File: src/rtl/core/abatt_pkg.sv
// ----------------------------------------------------------------------------
// abatt_pkg
// Shared types and constants for the beam attenuation datapath.
// ----------------------------------------------------------------------------
package abatt_pkg;

    localparam int POS_W   = 32;   // position field width
    localparam int ANG_W   = 16;   // heading / width field width
    localparam int LOSS_W  = 16;
    localparam int TOTAL_W = 17;
    localparam int ZW      = 26;   // CORDIC angle, 1/65536 degree
    localparam int ATAN_W  = 22;
    localparam int DIFF_W  = 25;   // absolute angle difference
    localparam int FOLD_W  = 24;   // folded difference, <= 180 degrees
    localparam int NUM_W   = 26;   // 3 * folded difference
    localparam int QBITS   = 10;   // in-beam quotient never exceeds 768
    localparam int DIV_STAGES = QBITS / 2;

    localparam logic signed [ZW-1:0] QUARTER_TURN = ZW'(90 * 65536);
    localparam logic signed [ZW-1:0] HALF_TURN    = ZW'(180 * 65536);
    localparam logic [DIFF_W-1:0]    FULL_TURN    = DIFF_W'(360 * 65536);
    localparam logic signed [ANG_W-1:0] HEADING_LIMIT = 16'sd23040;
    localparam logic [ANG_W-1:0]     OMNI_WIDTH   = 16'd46080;
    localparam logic [LOSS_W-1:0]    MAX_ATT_RESET = 16'd5120;

    // APB register map
    localparam logic [1:0] ADDR_MAX_ATT = 2'd0;

    // atan(2^-i) in 1/65536 degree, rounded
    localparam logic [ATAN_W-1:0] ATAN_TAB [0:31] = '{
        22'd2949120, 22'd1740967, 22'd919879, 22'd466945,
        22'd234378,  22'd117304,  22'd58666,  22'd29335,
        22'd14668,   22'd7334,    22'd3667,   22'd1833,
        22'd917,     22'd458,     22'd229,    22'd115,
        22'd57,      22'd29,      22'd14,     22'd7,
        22'd4,       22'd2,       22'd1,      22'd0,
        22'd0,       22'd0,       22'd0,      22'd0,
        22'd0,       22'd0,       22'd0,      22'd0
    };

    // per-plane values carried alongside the CORDIC
    typedef struct packed {
        logic signed [ANG_W-1:0] h_az;
        logic [ANG_W-1:0]        w_az;
        logic signed [ANG_W-1:0] h_el;
        logic [ANG_W-1:0]        w_el;
    } side_t;

    // result selection carried alongside the divider
    typedef struct packed {
        logic              use_q;
        logic [LOSS_W-1:0] fixed;
    } sel_t;

endpackage

File: src/rtl/core/abatt_div.sv
// ----------------------------------------------------------------------------
// abatt_div
// Pipelined restoring divider, two quotient bits per stage, with bypass value.
// ----------------------------------------------------------------------------
module abatt_div
    import abatt_pkg::*;
(
    input  logic               clk,
    input  logic               rst_n,
    input  logic               en,
    input  logic               vin,
    input  logic [NUM_W-1:0]   num,
    input  logic [ANG_W-1:0]   den,
    input  sel_t               sel_in,
    output logic               vout,
    output logic [LOSS_W-1:0]  loss
);
    logic               v_reg   [0:DIV_STAGES];
    logic [NUM_W-1:0]   rem_reg [0:DIV_STAGES];
    logic [ANG_W-1:0]   den_reg [0:DIV_STAGES];
    logic [QBITS-1:0]   q_reg   [0:DIV_STAGES];
    sel_t               sel_reg [0:DIV_STAGES];

    always_comb
    begin
        v_reg[0]   = vin;
        rem_reg[0] = num;
        den_reg[0] = den;
        q_reg[0]   = '0;
        sel_reg[0] = sel_in;
    end

    for (genvar s = 0; s < DIV_STAGES; s++)
    begin : g_stage
        localparam int K1 = QBITS - 1 - 2 * s;
        localparam int K0 = QBITS - 2 - 2 * s;
        logic [NUM_W-1:0] d1, d0, r1, rem_next;
        logic             b1, b0;
        logic [QBITS-1:0] q_next;

        always_comb
        begin
            d1 = NUM_W'(den_reg[s]) << K1;
            d0 = NUM_W'(den_reg[s]) << K0;
            b1 = rem_reg[s] >= d1;
            r1 = b1 ? rem_reg[s] - d1 : rem_reg[s];
            b0 = r1 >= d0;
            rem_next = b0 ? r1 - d0 : r1;
            q_next = {q_reg[s][QBITS-3:0], b1, b0};
        end

        always_ff @(posedge clk or negedge rst_n)
        begin
            if (!rst_n)
                v_reg[s+1] <= 1'b0;
            else if (en)
                v_reg[s+1] <= v_reg[s];
        end

        always_ff @(posedge clk)
        begin
            if (en)
            begin
                rem_reg[s+1] <= rem_next;
                den_reg[s+1] <= den_reg[s];
                q_reg[s+1]   <= q_next;
                sel_reg[s+1] <= sel_reg[s];
            end
        end
    end

    assign vout = v_reg[DIV_STAGES];
    assign loss = sel_reg[DIV_STAGES].use_q ? LOSS_W'(q_reg[DIV_STAGES])
                                            : sel_reg[DIV_STAGES].fixed;
endmodule

File: config.mk
export PLATFORM = sky130hd
export DESIGN_NAME = abatt_div
export DESIGN_NICKNAME = d
export VERILOG_FILES = /design/src/rtl/core/abatt_pkg.sv /design/src/rtl/core/abatt_div.sv
export SDC_FILE = /design/constraint.sdc
export NUM_CORES = 1
export LEC_CHECK = 0
export BUFFER_PORTS_ARGS = -buffer_cell sky130_fd_sc_hd__clkbuf_2
export CAP_MARGIN = 15
export CORE_ASPECT_RATIO = 1.25
export CORE_MARGIN = 3
export CORE_UTILIZATION = 45
export CTS_CLUSTER_DIAMETER = 60
export CTS_CLUSTER_SIZE = 10
export DETAILED_ROUTE_END_ITERATION = 10
export PLACE_DENSITY = 0.72
export SYNTH_ARGS = -nofsm -noshare
export SYNTH_HDL_FRONTEND = slang
export SYNTH_SLANG_ARGS = --single-unit
File: constraint.sdc
create_clock -name clk -period 15.1 [get_ports clk]
set_input_delay 3.02 -clock clk [delete_from_list [all_inputs] [get_ports clk]]
set_output_delay 3.02 -clock clk [all_outputs]
set_load 0.02 [all_outputs]
==> flow_summary_export.csv <==
group,metric,value,unit
status,status,"complete, no violations",
die,initial_core_util,45.8,%
critical_path,cp_cell_sequence,"clkbuf_2 -> inv_1 -> ha_1 -> nor2b_1 -> o21ai_0 -> nand2b_1 -> a21oi_1 -> o221a_2 -> a21o_1 -> o21ai_0 -> fa_1 -> a21o_1 -> a21oi_1 -> o21bai_1 -> a21oi_1 -> o21a_1 -> o311a_1 -> o31a_1 -> nand4_1 -> buf_4 -> mux2_2",
detailed_routing,vias_per_cell,5.58,
power_and_ir_drop,p_comb_share,56.0,%
clock_tree,clk_latency,520,ps
critical_path,max_stage_delay,590,ps
detailed_routing,wl_met1,15400,um
clock_tree,cts_buffers,36,
die,die_w,190,um
power_and_ir_drop,internal_power,2.74,mW
detailed_routing,drc,0,
clock_tree,cts_hold_buf,0,
die,coreArea,0.0413,sq mm
critical_path,crit_arrival,8010,ps
critical_path,critPathTopFamily,"compound AO/OA/AOI/OAI gates",
cells_and_area,final_cell_mix,"edfxtp_1 (283), ha_1 (160), inv_1 (142), nand2_1 (137), a21oi_1 (135)",
detailed_routing,firstDrtPassIters,6,
cells_and_area,stdcell_count,2450,
placed_design,dpl.cell_count,2398,
detailed_routing,wl_met3,1280,um
grt,grt_overflow,0,
synth,synth_flop_cell,"edfxtp_1",
power_and_ir_drop,peakVddDrop,0.0000976,V
power_and_ir_drop,p_sw,1.81,mW
clock_tree,postCtsSetupRepairBufs,0,
sta,fin_crit,7740,ps
critical_path,path_buf_inv,3,
critical_path,worstPathRequired,15370,ps
power_and_ir_drop,switching_share,39.7,%
detailed_routing,wl,40100,um
detailed_routing,met2_length,21100,um
placed_design,dp_hpwl,31500,um
power_and_ir_drop,clkPwrFrac,16.6,%
critical_path,end_kind,"flip-flop",
synth,avgSynthCellArea,10.6,sq um
detailed_routing,top_layer,"met4",
critical_path,crit_type,"input port to flip-flop",
synth,yosysSeqAreaShare,45.5,%
clock_tree,cts_root_buf,"clkbuf_16",
detailed_routing,num_vias,13700,
sta,setup_viol,0,
power_and_ir_drop,powerDensity,217,mW/mm^2
flow_run,max_cap_viol_count,0,
cells_and_area,final_nets,2116,
placed_design,place_congestion,0.876,
clock_tree,htreeDepth,2,
power_and_ir_drop,power.leakage,8.50,nW
synth,yosysWarnings,0,
synth,yosysUniqueCellTypes,85,
cells_and_area,layout_commonest_cell,"edfxtp_1",
critical_path,crit_top_cell,"a21oi_1",
die,fp-row-count,83,
sta,final-hold-violation-count,0,
sta,drv_slew,0,
critical_path,worstPathMaxFanout,27,
detailed_routing,drt_iter0_markers,698,
synth,syn_area,0.0190,sq mm
cells_and_area,synthToLayoutAreaGrowth,10.7,%
sta,max_freq,0.129,GHz
die,dieArea,0.0446,sq mm
grt,grt_max_degree,109,
grt,grt_pass1_wl,66600,um
clock_tree,cts_tree,"yes",
worst_hold_path,hp-class,"flip-flop to flip-flop",
clock_tree,cts_buffer_depth,3,
sta,fin_skew,12.2,ps
critical_path,cp-start-kind,"input port",
clock_tree,ctsResizeCount,0,
clock_tree,clkTransAtPathRegs,50,ps
die,dieHeight,235,um
sta,tightest_slew,980,ps
grt,grt_antenna_before_repair,0,
cells_and_area,diodes,0,
synth,synth_seq_cells,288,
sta,setup_tns,0,ps
power_and_ir_drop,power_frac_seq,27.3,%
synth,ys_async_sr_fraction,1.74,%
cells_and_area,largest_reg_flops,104,
synth,synth_fp_nets,2025,
grt,first_global_vias,14100,
synth,netlist_instances,1793,
sta,rsz0062_at_grt,"false",
placed_design,port_buffers,79,
cells_and_area,fillers,3712,
clock_tree,cts_num_sinks,288,
synth,synth-edff-count,283,
critical_path,slowest_stage,"a21o_1",
cells_and_area,drive_gt1_share,11.3,%
detailed_routing,wl_per_cell,16.4,um
detailed_routing,postRouteAntennaNets,0,
sta,slew_headroom,33.0,%
die,io_pins,80,
cells_and_area,final_core_util,50.8,%
grt,grt.total_usage,18.1,%
sta,finalCritPeriodShare,51.3,%
worst register-to-register path, cell delays in order, from the launching register on:
cell       delay, ps
edfxtp_1         440
inv_1            210
ha_1             280
nor2b_1          150
o31ai_1          500
a21o_1           250
a21boi_0         200
a221oi_1         420
inv_1            360
nor2_1           180
a21oi_1          100
fa_1             480
a21oi_1          200
o21ai_0          160
a2111oi_0        910
o21ai_0          260
o211ai_1         200
o21ai_0          180
a2111oi_2        310
buf_4            360
or2_2            200
mux2i_1          210
xnor2_1          120
cell usage after synthesis, drive strengths merged, types with 12 or more instances:
cell type / count / area [sq um]
a31oi: 14 / 93.8
or3: 20 / 125
a211oi: 12 / 90.1
xnor2: 83 / 727
and3: 12 / 75.1
nor2b: 25 / 156
nor3: 37 / 190
nand3: 17 / 85.1
clkbuf: 24 / 90.1
a21oi: 135 / 676
nor2: 108 / 415
a21o: 63 / 473
nand2b: 23 / 144
o31ai: 19 / 143
xor2: 36 / 315
o21bai: 20 / 154
o21a: 29 / 218
ha: 160 / 2000
mux2: 63 / 732
edfxtp: 283 / 8500
o211ai: 13 / 97.6
o21ai: 125 / 626
mux2i: 12 / 120
inv: 145 / 544
nand2: 138 / 526
nand4: 26 / 163
through the flow:
| step | cell area (sq um) | setup WS (ps) | hold slack [ps] | total power, mW |
|---|---|---|---|---|
| finish | 21000 | 7360 | 412 | 4.55 |
| detailed placement | 20000 | 6830 | 405 | 3.76 |
| global route | 21000 | 6890 | 422 | 4.95 |
| global placement | 20000 | 6920 | 400 | 3.70 |
| floorplan | 19000 | 7560 | 400 | 3.25 |
| CTS | 21000 | 7380 | 413 | 4.56 |
final cells by class:
class	count	area, sq um	area share, %
clock buffer	43	927	4.42
clock inverter	9	103	0.489
inverter	145	544	2.59
multi-input combinational	1325	9620	45.9
sequential	288	8620	41.1
tap	552	691	3.29
timing repair buffer	88	473	2.25
metal layers:
layer,GRT usage (%),vias to the layer above
li1,-,6852
met1,19.3,6404
met2,34.0,289
met3,2.25,119
met4,10.2,0
met5,0,-
power groups by stage:
stage	clock network (mW)	registers (mW)	logic (mW)
detailed placement	0	1.26	2.51
floorplan	0	1.22	2.04
finish	0.758	1.24	2.55
CTS	0.786	1.24	2.53
global route	0.821	1.26	2.87
global placement	0	1.25	2.44
kinds of logic after synthesis:
kind of cell	count (synthesis)	synth area share, %
AO/OA/AOI/OAI	495	16.7
multiplexers	75	4.50
adder cells (fa/ha/maj)	169	11.5
buffers and inverters	180	3.78
XOR/XNOR	119	5.50
AND/OR/NAND/NOR	467	12.5
flip-flops	288	45.5
path summary, 6_finish.rpt:
kind / from / to / slack [ps] / cells after the start
max: den[1] / rem_reg[113]$_DFFE_PP_ / 7360 / 21
min: sel_reg[50]$_DFFE_PP_ / sel_reg[33]$_DFFE_PP_ / 410 / 0
max reg2reg: den_reg[65]$_DFFE_PP_ / rem_reg[102]$_DFFE_PP_ / 8180 / 22
min reg2reg: sel_reg[50]$_DFFE_PP_ / sel_reg[33]$_DFFE_PP_ / 410 / 0
max in group asynchronous: rst_n / vout$_DFFE_PN0P_ / 12650 / 1
min in group asynchronous: rst_n / v_reg[3]$_DFFE_PN0P_ / 2300 / 1
No activity file was read; power rests on OpenSTA's default activity.
